===== src/rtl/mfmtg_pkg.sv =====
package mfmtg_pkg;

	// Default geometry
	localparam int TRACK_BYTES_DEF = 6400;
	localparam int SECTORS_DEF     = 16;

	// State widths
	localparam int POS_W = 13;
	localparam int SEC_W = 5;
	localparam int SEG_W = 5;
	localparam int REM_W = 9;

	// Segment numbers with a special role
	localparam logic [SEG_W-1:0] SEG_SECTOR_FIRST = 5'd5;
	localparam logic [SEG_W-1:0] SEG_SECTOR_LAST  = 5'd19;
	localparam logic [SEG_W-1:0] SEG_PAD          = 5'd20;

	// Gap byte, also used for padding
	localparam logic [7:0] GAP_BYTE = 8'h4e;

	// Configuration register indexes
	localparam logic CFG_CYLINDER = 1'b0;
	localparam logic CFG_SIDE     = 1'b1;

	// Where a segment takes its byte from
	typedef enum logic [1:0] {
		KIND_CONST  = 2'd0,
		KIND_CYL    = 2'd1,
		KIND_SIDE   = 2'd2,
		KIND_SECNUM = 2'd3
	} seg_kind_t;

	// Per-segment descriptor of the track layout
	typedef struct packed {
		seg_kind_t        kind;
		logic [7:0]       code;
		logic [REM_W-1:0] len;
	} seg_desc_t;

	function automatic seg_desc_t seg_desc(input logic [SEG_W-1:0] seg);
		seg_desc_t d;
		d = '{kind: KIND_CONST, code: GAP_BYTE, len: '0};
		case (seg)
			5'd0:  d = '{kind: KIND_CONST,  code: 8'h4e, len: 9'd80};
			5'd1:  d = '{kind: KIND_CONST,  code: 8'h00, len: 9'd12};
			5'd2:  d = '{kind: KIND_CONST,  code: 8'hf6, len: 9'd3};
			5'd3:  d = '{kind: KIND_CONST,  code: 8'hfc, len: 9'd1};
			5'd4:  d = '{kind: KIND_CONST,  code: 8'h4e, len: 9'd50};
			5'd5:  d = '{kind: KIND_CONST,  code: 8'h00, len: 9'd12};
			5'd6:  d = '{kind: KIND_CONST,  code: 8'hf5, len: 9'd3};
			5'd7:  d = '{kind: KIND_CONST,  code: 8'hfe, len: 9'd1};
			5'd8:  d = '{kind: KIND_CYL,    code: 8'h00, len: 9'd1};
			5'd9:  d = '{kind: KIND_SIDE,   code: 8'h00, len: 9'd1};
			5'd10: d = '{kind: KIND_SECNUM, code: 8'h00, len: 9'd1};
			5'd11: d = '{kind: KIND_CONST,  code: 8'h01, len: 9'd1};
			5'd12: d = '{kind: KIND_CONST,  code: 8'hf7, len: 9'd1};
			5'd13: d = '{kind: KIND_CONST,  code: 8'h4e, len: 9'd22};
			5'd14: d = '{kind: KIND_CONST,  code: 8'h00, len: 9'd12};
			5'd15: d = '{kind: KIND_CONST,  code: 8'hf5, len: 9'd3};
			5'd16: d = '{kind: KIND_CONST,  code: 8'hfb, len: 9'd1};
			5'd17: d = '{kind: KIND_CONST,  code: 8'h1a, len: 9'd256};
			5'd18: d = '{kind: KIND_CONST,  code: 8'hf7, len: 9'd1};
			5'd19: d = '{kind: KIND_CONST,  code: 8'h4e, len: 9'd54};
			default: d = '{kind: KIND_CONST, code: GAP_BYTE, len: '0};
		endcase
		return d;
	endfunction

endpackage


===== src/rtl/mfmtg_seq.sv =====
module mfmtg_seq #(
	parameter int TRACK_BYTES = mfmtg_pkg::TRACK_BYTES_DEF,
	parameter int SECTORS     = mfmtg_pkg::SECTORS_DEF
) (
	input  logic       clk,
	input  logic       arst_n,
	input  logic       step,
	input  logic       restart,
	input  logic [7:0] cylinder_number,
	input  logic       head_side,
	output logic [7:0] code,
	output logic       last
);

	logic [mfmtg_pkg::POS_W-1:0] pos_q, pos_e, pos_d;
	logic [mfmtg_pkg::SEC_W-1:0] sec_q, sec_e, sec_d;
	logic [mfmtg_pkg::SEG_W-1:0] seg_q, seg_e, seg_d;
	logic [mfmtg_pkg::REM_W-1:0] rem_q, rem_e, rem_d;
	mfmtg_pkg::seg_desc_t        desc;
	mfmtg_pkg::seg_desc_t        first_desc;
	mfmtg_pkg::seg_desc_t        next_desc;

	assign first_desc = mfmtg_pkg::seg_desc('0);

	// Position this item works on: restart goes back to byte zero
	always_comb begin
		if (restart) begin
			pos_e = '0;
			sec_e = '0;
			seg_e = '0;
			rem_e = first_desc.len;
		end else begin
			pos_e = pos_q;
			sec_e = sec_q;
			seg_e = seg_q;
			rem_e = rem_q;
		end
	end

	// Code byte for this position
	assign desc = mfmtg_pkg::seg_desc(seg_e);
	always_comb begin
		if (seg_e >= mfmtg_pkg::SEG_PAD) begin
			code = mfmtg_pkg::GAP_BYTE;
		end else begin
			case (desc.kind)
				mfmtg_pkg::KIND_CYL:    code = cylinder_number;
				mfmtg_pkg::KIND_SIDE:   code = {7'd0, head_side};
				mfmtg_pkg::KIND_SECNUM: code = 8'(sec_e) + 8'd1;
				default:                code = desc.code;
			endcase
		end
	end

	assign last = (pos_e >= mfmtg_pkg::POS_W'(TRACK_BYTES - 1));

	// Advance to the next position
	assign next_desc = mfmtg_pkg::seg_desc(seg_e + 5'd1);
	always_comb begin
		pos_d = pos_e + 1'b1;
		sec_d = sec_e;
		seg_d = seg_e;
		rem_d = rem_e;
		if (last) begin
			pos_d = '0;
			sec_d = '0;
			seg_d = '0;
			rem_d = first_desc.len;
		end else if (seg_e >= mfmtg_pkg::SEG_PAD) begin
			seg_d = mfmtg_pkg::SEG_PAD;
			rem_d = '0;
		end else if (rem_e > 9'd1) begin
			rem_d = rem_e - 1'b1;
		end else if (seg_e == mfmtg_pkg::SEG_SECTOR_LAST) begin
			if (sec_e < mfmtg_pkg::SEC_W'(SECTORS - 1)) begin
				sec_d = sec_e + 1'b1;
				seg_d = mfmtg_pkg::SEG_SECTOR_FIRST;
				rem_d = mfmtg_pkg::seg_desc(mfmtg_pkg::SEG_SECTOR_FIRST).len;
			end else begin
				seg_d = mfmtg_pkg::SEG_PAD;
				rem_d = '0;
			end
		end else begin
			seg_d = seg_e + 1'b1;
			rem_d = next_desc.len;
		end
	end

	// Track position state
	always_ff @(posedge clk or negedge arst_n) begin
		if (!arst_n) begin
			pos_q <= '0;
			sec_q <= '0;
			seg_q <= '0;
			rem_q <= first_desc.len;
		end else if (step) begin
			pos_q <= pos_d;
			sec_q <= sec_d;
			seg_q <= seg_d;
			rem_q <= rem_d;
		end
	end

endmodule


===== src/rtl/mfm_format_track_image_generator_top.sv =====
// Write-track image generator for double-density floppy formatting.
// Each item taken on the s_ channel requests one byte of the track image;
// s_tdata[0] = restart, which sends the generator back to byte zero first.
// The m_ channel returns one item per request: m_tdata is the inverted
// controller code byte, m_tlast marks the final byte of the track, after
// which the next request starts a new track.
// Cylinder and head values for the sector ID fields are written through
// cfg_we/cfg_index/cfg_data (index 0 cylinder, index 1 head); the user must
// write them only while idle, which the block itself does not enforce.
// Throughput: one byte per cycle while the receiver takes every result;
// the position counters advance once per item and the byte is picked from
// a small constant layout table. A single output register holds the
// result; while the receiver stalls with a result pending, s_tready drops
// and the counters hold. Reset clears the output valid flag, sets the
// counters to track byte zero and clears cylinder and head to zero.
module mfm_format_track_image_generator_top #(
	parameter int TRACK_BYTES = mfmtg_pkg::TRACK_BYTES_DEF,
	parameter int SECTORS     = mfmtg_pkg::SECTORS_DEF
) (
	input  logic       clk,
	input  logic       arst_n,
	input  logic       s_tvalid,
	output logic       s_tready,
	input  logic [7:0] s_tdata,   // [0] restart, [7:1] zero
	output logic       m_tvalid,
	input  logic       m_tready,
	output logic [7:0] m_tdata,   // [7:0] track_byte
	output logic       m_tlast,   // last_byte
	input  logic       cfg_we,
	input  logic       cfg_index,
	input  logic [7:0] cfg_data
);

	logic [7:0] cylinder_q;
	logic       side_q;
	logic       step;
	logic [7:0] code;
	logic       last;
	logic       out_valid_q;
	logic [7:0] out_byte_q;
	logic       out_last_q;

	// Configuration registers
	always_ff @(posedge clk or negedge arst_n) begin
		if (!arst_n) begin
			cylinder_q <= '0;
			side_q     <= 1'b0;
		end else if (cfg_we) begin
			case (cfg_index)
				mfmtg_pkg::CFG_CYLINDER: cylinder_q <= cfg_data;
				mfmtg_pkg::CFG_SIDE:     side_q     <= cfg_data[0];
				default:                 side_q     <= side_q;
			endcase
		end
	end

	assign s_tready = !out_valid_q || m_tready;
	assign step     = s_tvalid && s_tready;

	mfmtg_seq #(
		.TRACK_BYTES (TRACK_BYTES),
		.SECTORS     (SECTORS)
	) u_seq (
		.clk             (clk),
		.arst_n          (arst_n),
		.step            (step),
		.restart         (s_tdata[0]),
		.cylinder_number (cylinder_q),
		.head_side       (side_q),
		.code            (code),
		.last            (last)
	);

	// Output register
	always_ff @(posedge clk or negedge arst_n) begin
		if (!arst_n) begin
			out_valid_q <= 1'b0;
		end else if (s_tready) begin
			out_valid_q <= s_tvalid;
		end
	end

	always_ff @(posedge clk) begin
		if (step) begin
			out_byte_q <= ~code;
			out_last_q <= last;
		end
	end

	assign m_tvalid = out_valid_q;
	assign m_tdata  = out_byte_q;
	assign m_tlast  = out_last_q;

endmodule


===== config.mk =====
export PLATFORM = sky130hd
export DESIGN_NAME = mfm_format_track_image_generator_top
export DESIGN_NICKNAME = d
export VERILOG_FILES = /design/src/rtl/mfmtg_pkg.sv /design/src/rtl/mfmtg_seq.sv /design/src/rtl/mfm_format_track_image_generator_top.sv
export SDC_FILE = /design/constraint.sdc
export NUM_CORES = 1
export LEC_CHECK = 0
export BUFFER_PORTS_ARGS = -buffer_cell sky130_fd_sc_hd__buf_2
export CAP_MARGIN = 20
export CORE_MARGIN = 2
export CORE_UTILIZATION = 30
export DETAILED_ROUTE_END_ITERATION = 10
export GPL_TIMING_DRIVEN = 0
export MAX_ROUTING_LAYER = met4
export PLACE_DENSITY_LB_ADDON = 0.1
export SLEW_MARGIN = 0
export SYNTH_ARGS = -nofsm -noshare
export SYNTH_HDL_FRONTEND = slang
export SYNTH_SLANG_ARGS = --single-unit

===== constraint.sdc =====
create_clock -name clk -period 5.05 [get_ports clk]
set_input_delay 1.515 -clock clk [delete_from_list [all_inputs] [get_ports clk]]
set_output_delay 1.515 -clock clk [all_outputs]
set_load 0.02 [all_outputs]

== Word level (Yosys, flattened, before mapping) ==
Memory sizes are Yosys's and may differ from the RTL's.
Index checks and enable logic that the tools add are counted.
Operators by class
  shift-type cells: 0
  bitwise gates (word level): 2
  reduce and logical (&&, ||, !) cells: 5
  divide/modulo/power cells: 0
  equal/unequal tests: 4
  multiplexer cells: 22
  multiply operators: 0
  $lt $le $gt $ge: 4
  add/sub/neg operators: 5
Operators by type and width (count)
  5-bit two-way mux: 12
  9-bit two-way mux: 5
  13-bit two-way mux: 2
  8-bit one-hot mux with 3 select lines: 1
  13-bit by 1-bit adder with 13-bit output (second input constant): 1
  13-bit >= comparator (second input constant): 1
  5-bit by 1-bit adder with 5-bit output (second input constant): 2
  9-bit by 1-bit > comparator with 1-bit output (second input constant): 1
  9-bit by 1-bit subtractor with 9-bit output (second input constant): 1
  8-bit two-way mux: 1
  8-bit NOT: 1
  5-bit by 1-bit adder with 6-bit output (second input constant): 1
  5-bit equality test (second input constant): 1
  5-bit >= comparator (second input constant): 1
  5-bit by 4-bit < comparator with 1-bit output (second input constant): 1
  2-bit equality test (second input constant): 2
  4-bit two-way mux: 1
  2-bit AND reduction: 2
  2-bit by 1-bit equality test with 1-bit output (second input constant): 1
  1-bit logical AND: 1
  1-bit zero test: 1
  1-bit logical OR: 1
  1-bit NOT: 1
Word-level totals
  logic and storage cells: 53
  bits in latches: 0
  input bits: 22
  ROM bits: 1152
  memories kept: 2
  flip-flop bits (word level): 51
  bits in writable memories: 0
Memory list
  (no name shown): depth 32, bits a word 18, read ports 1, clocked after Yosys merged registers in 0, write ports 0, line mfmtg_pkg.sv:43  | case (seg)
  (no name shown): depth 32, bits a word 18, read ports 1, clocked after Yosys merged registers in 0, write ports 0, line mfmtg_pkg.sv:43

== Longest topological paths before layout ==
  depth in word-level cells: 7
  gate-level depth with buffers: 14

== Cells and area by module ==
A second synthesis with hierarchy kept.
Unflattened totals
  cell total of the unflattened synthesis: 396
  area total of the unflattened synthesis: 3565.9 µm²
Modules (own cells, without submodules)
  mfmtg_seq: times used 1, sequential area each 803.3 µm², area each 2836.5 µm², cells each 354
  mfm_format_track_image_generator_top: times used 1, sequential area each 520.5 µm², area each 729.4 µm², cells each 42

== Worst setup path before layout ==
No wires, ideal clock.
  path type: input -> register
  from: input port s_tdata[0]
  to: register out_byte_q[4] (netlist: m_tdata[4]) (data pin)
  stages on the path: 9
  library setup time: 0.259 ns
  data arrival time: 3.595 ns
  setup slack: 1.196 ns
  path through: buf_6 buf_6 nor2_1 ha_1 clkbuf_1 or4_1 nand2_1 nor2_1 a211o_1
On the way
  cells in the longest elaborated chain, start to end: 6
  elaborated cells between the ends (all ways): 11
  classes of those cells: add/sub: 1; order compare: 1; eq/ne: 3; mux: 4; bitwise: 1; memory: 1
Ends and longest elaborated chain
  start: declaration: line mfm_format_track_image_generator_top.sv:24  | input logic [7:0] s_tdata,
  5-bit two-way mux: line mfmtg_seq.sv:27  | if (restart) begin
  memory 32 x 18 bit
  2-bit equality test / 2-bit by 1-bit equality test with 1-bit output (equally long branches): line mfmtg_seq.sv:46  | case (desc.kind)
  8-bit one-hot mux with 3 select lines: line mfmtg_seq.sv:46
  8-bit two-way mux *: line mfmtg_seq.sv:43  | if (seg_e >= mfmtg_pkg::SEG_PAD) begin
  8-bit NOT *: line mfm_format_track_image_generator_top.sv:85  | out_byte_q <= ~code;
  end signal: assignment: line mfm_format_track_image_generator_top.sv:85
  end: declaration: line mfm_format_track_image_generator_top.sv:40  | logic [7:0] out_byte_q;
Mark *: on every way between the ends. The rest lies on a longest branch, timed or not.
A chain may end at the register's enable or synchronous reset.

== Final worst setup path ==
  from: input port s_tdata[0]
  to: register u_seq.rem_q[6] (netlist bit)
On the way
  cells in the longest elaborated chain, start to end: 7
  elaborated cells between the ends (all ways): 14
  classes of those cells: add/sub: 2; order compare: 3; eq/ne: 1; mux: 7; memory: 1
Ends and longest elaborated chain
  5-bit two-way mux: line mfmtg_seq.sv:27
  5-bit by 1-bit adder with 5-bit output: line mfmtg_seq.sv:58  | assign next_desc = mfmtg_pkg::seg_desc(seg_e + 5'd1);
  memory 32 x 18 bit
  9-bit two-way mux: line mfmtg_seq.sv:74  | end else if (seg_e == mfmtg_pkg::SEG_SECTOR_LAST) begin
  9-bit two-way mux: line mfmtg_seq.sv:72  | end else if (rem_e > 9'd1) begin
  9-bit two-way mux: line mfmtg_seq.sv:69  | end else if (seg_e >= mfmtg_pkg::SEG_PAD) begin
  9-bit two-way mux *: line mfmtg_seq.sv:64  | if (last) begin
  end signal: assignment: line mfmtg_seq.sv:95  | rem_q <= first_desc.len;
  end signal: assignment: line mfmtg_seq.sv:100  | rem_q <= rem_d;
  end: declaration: line mfmtg_seq.sv:18  | logic [mfmtg_pkg::REM_W-1:0] rem_q, rem_e, rem_d;
Marked as above.

==> impl_metrics.toml <==
[run_status]
outcome = "finished, final reports clean"

[logic_synthesis]
yosys.area_share.xor_xnor_pct = 2.547
synth_area_sq_mm = 0.003438
syn_avg_cell_area_sq_um = 8.977
synth_compound_area_share_pct = 23.33
syn_nets = 415
synth_flop_cell = "dfrtp_1"
ys_warn_count = 0
synth_top_cell_area_share_pct = 29.11
ys_seq_elements = 51
ys_seq_area_share_pct = 38.50
synthCells = 383
synth.most_common_cell = "dfrtp_1"
synth_top_family_by_area = "compound AO/OA/AOI/OAI gates"
synth_cell_types = 63
ys_async_sr_fraction_pct = 82.35
synth_commonest_cells = "40 x dfrtp_1, 37 x nand2_1, 36 x o21ai_0"
synth_edf_count = 9
yosys-top-cells-area = "dfrtp_1 29%, edfxtp_1 7.9%, o21ai_0 5.2%"
muxShareOfSynthArea_pct = 5.422
yosys.area_share.simple_pct = 22.74
synth.largest_area_cell = "dfrtp_1"
yosys.area_share.adder_pct = 3.639

[sta]
holdWs_ns = 0.5053
tns_ns = 0
fin_crit_ns = 4.398
layout_setup_ws_ns = 0.6518
skew_ns = 0.006679
slew_headroom_pct = 35.11
setup_viol = 0
min_period_over_period_pct = 87.09
rsz0062_at_grt = "false"
tightest_slew_ns = 0.9698
hold_viol = 0
fmax_ghz = 0.2274
slew_viol_final = 0

[place]
dp_cells = 551
post-place-ws_ns = 0.4184
hpwl_um = 7243
io_buffer_count = 25
globalplace.congestion = 0.8611
postPlaceCellArea_sq_mm = 0.003742

[clocking]
cts-root-buf = "clkbuf_16"
path_clk_slew_ns = 0.08
tritoncts = "done"
cts_buffer_depth = 2
cts.repair.resized = 0
cts-htree-levels = 2
clock_latency_ns = 0.29
ctsHoldBuffers = 0
numCtsBuffers = 5
cts.sinks = 51
cts_setup_buffers = 0

[floorplanning]
die_area_sq_mm = 0.01233
chipHeight_um = 111.1
core_sq_mm = 0.01132
fp.dieW_um = 111.1
rows = 39
start_util_pct = 30.37
io_pins = 33

[global_routing]
grt_pass1_wl_um = 16860
grt_max_degree = 43
track_usage_pct = 17.57
grt-ovfl-total = 0
grt_pass1_vias = 3043
antenna_found_initial = 0

[route]
viasPerCell = 5.527
drt_iter0_drc = 253
wl_per_cell_um = 18.24
vias = 3095
first_pass_iters = 5
drt-total-wl_um = 10210
antenna_left = 0
drc_errors = 0

[worst_setup_path]
critPathCaptureType = "flop"
cp_top_family = "compound AO/OA/AOI/OAI gates"
r2r-start = "u_seq.seg_q[0]"
path_class = "input pin to flop"
crit_slowest_cell = "nor2_1"
path_buf_inv = 5
r2r_slack_ns = 1.67
path_max_fanout = 12
crit_required_ns = 5.29
rr_worst_depth = 10
arrival_ns = 4.64
critPathMaxStageDelay_ns = 0.75
reg2reg_to = "u_seq.rem_q[6]"
crit_chain = "buf_2, buf_6, buf_6, nor2_1, ha_1, buf_2, inv_1, ha_1, a31oi_1, a41oi_1, a311oi_1, o22a_1"
crit_path_start_kind = "input pin"

[finish]
fin_cells = 560
postLayoutCoreUtil_pct = 34.75
stdcell_area_sq_mm = 0.003934
seq_area_sq_mm = 0.001324
nets = 448
n_fill_cell = 1192
drive_gt1_share_pct = 16.07
area_delta_synth_final_pct = 14.41
diodes = 0
multiInputGateArea_sq_mm = 0.001983

[min_path]
hold_path.startpoint = "u_seq.pos_q[6]"
min_path_type = "flop to flop"
hold_end = "u_seq.pos_q[6]"
whs_path_depth = 1

[power_and_ir_drop]
power_density_mw_per_mm2 = 278.2
p_leak_nw = 1.520
finalPower_mw = 1.094
peakVddDrop_mv = 0.1626

[job]
cap_violations = 0
-- state kept, by name (all words and copies together) (netlist names) --
signal       flops
m_tdata          8
cylinder_q       8
m_tvalid         1
side_q           1
u_seq.pos_q     13
m_tlast          1
u_seq.sec_q      5
u_seq.rem_q      9
u_seq.seg_q      5
-- area by class of cell --
cell class | count | area share, %
multi-input combinational | 303 | 50.41
sequential | 51 | 33.65
tap | 143 | 4.548
timing repair buffer | 26 | 3.690
clock buffer | 5 | 3.181
buffer | 18 | 2.290
clock inverter | 3 | 1.177
inverter | 11 | 1.050
-- layer usage --
metal / part of all wire, % / global-route usage, %
met5: 0 / -
met4: 1.3 / 3.457
met3: 5.4 / 2.515
met2: 44 / 25.44
met1: 49 / 26.39
-- layout by cell type (no fill, tap or decap), types with 4 or more instances in the layout --
cell type / synthesis / routed
a21oi_1: 19 / 19
a22o_1: 7 / 7
a311oi_1: 4 / 4
a31oi_1: 6 / 6
and3_1: 4 / 4
buf_2: 6 / 31
clkbuf_1: 8 / 8
clkbuf_16: 0 / 5
dfrtp_1: 40 / 40
edfxtp_1: 9 / 9
ha_1: 10 / 10
inv_1: 10 / 10
mux2_2: 11 / 11
mux2i_1: 4 / 4
nand2_1: 37 / 37
nand2b_1: 7 / 7
nand3_1: 17 / 17
nor2_1: 27 / 27
nor2b_1: 11 / 11
nor3_1: 14 / 14
o21ai_0: 36 / 36
o21ai_1: 7 / 7
o31ai_1: 8 / 8
or3_1: 6 / 6
xnor2_1: 7 / 7
-- cell families (layout without fill, tap and decap cells) --
kind of cell,count (synthesis),in the layout
DFF,51,51
buffers and inverters,29,63
adders and majority gates,10,10
muxes,16,16
AOI/OAI and AO/OA,121,121
xor gates and xnor gates,10,10
and+or+nand+nor,146,146
-- worst register-to-register path, stage by stage, from the launching register on --
cell and delay [ns]:
dfrtp_1 0.47, inv_1 0.15, nor2_1 0.76, ha_1 0.26, buf_2 0.20, inv_1 0.14, ha_1 0.40, a31oi_1 0.25
a41oi_1 0.17, a311oi_1 0.34, o22a_1 0.17
-- power by group --
part / leakage (nW) / internal, mW / switching [mW] / total [mW]
clock: 0.0804 / 0.236 / 0.167 / 0.403
sequential: 0.617 / 0.460 / 0.0409 / 0.501
combinational: 0.822 / 0.0786 / 0.112 / 0.190
-- worst max path at each step --
stage | startpoint | to | slack [ns] | cells past startpoint
4_1_cts | s_tdata[0] | u_seq.rem_q[8] | 0.72 | 11
2_1_floorplan | s_tdata[0] | m_tdata[4] | 1.20 | 9
6_report | s_tdata[0] | u_seq.rem_q[6] | 0.65 | 12
3_5_place_dp | s_tdata[0] | u_seq.rem_q[8] | 0.42 | 11
3_3_place_gp | s_tdata[0] | u_seq.rem_q[6] | 0.42 | 12
5_1_grt | s_tdata[0] | u_seq.rem_q[8] | 0.41 | 11
Power figures use the tool's default switching activity.
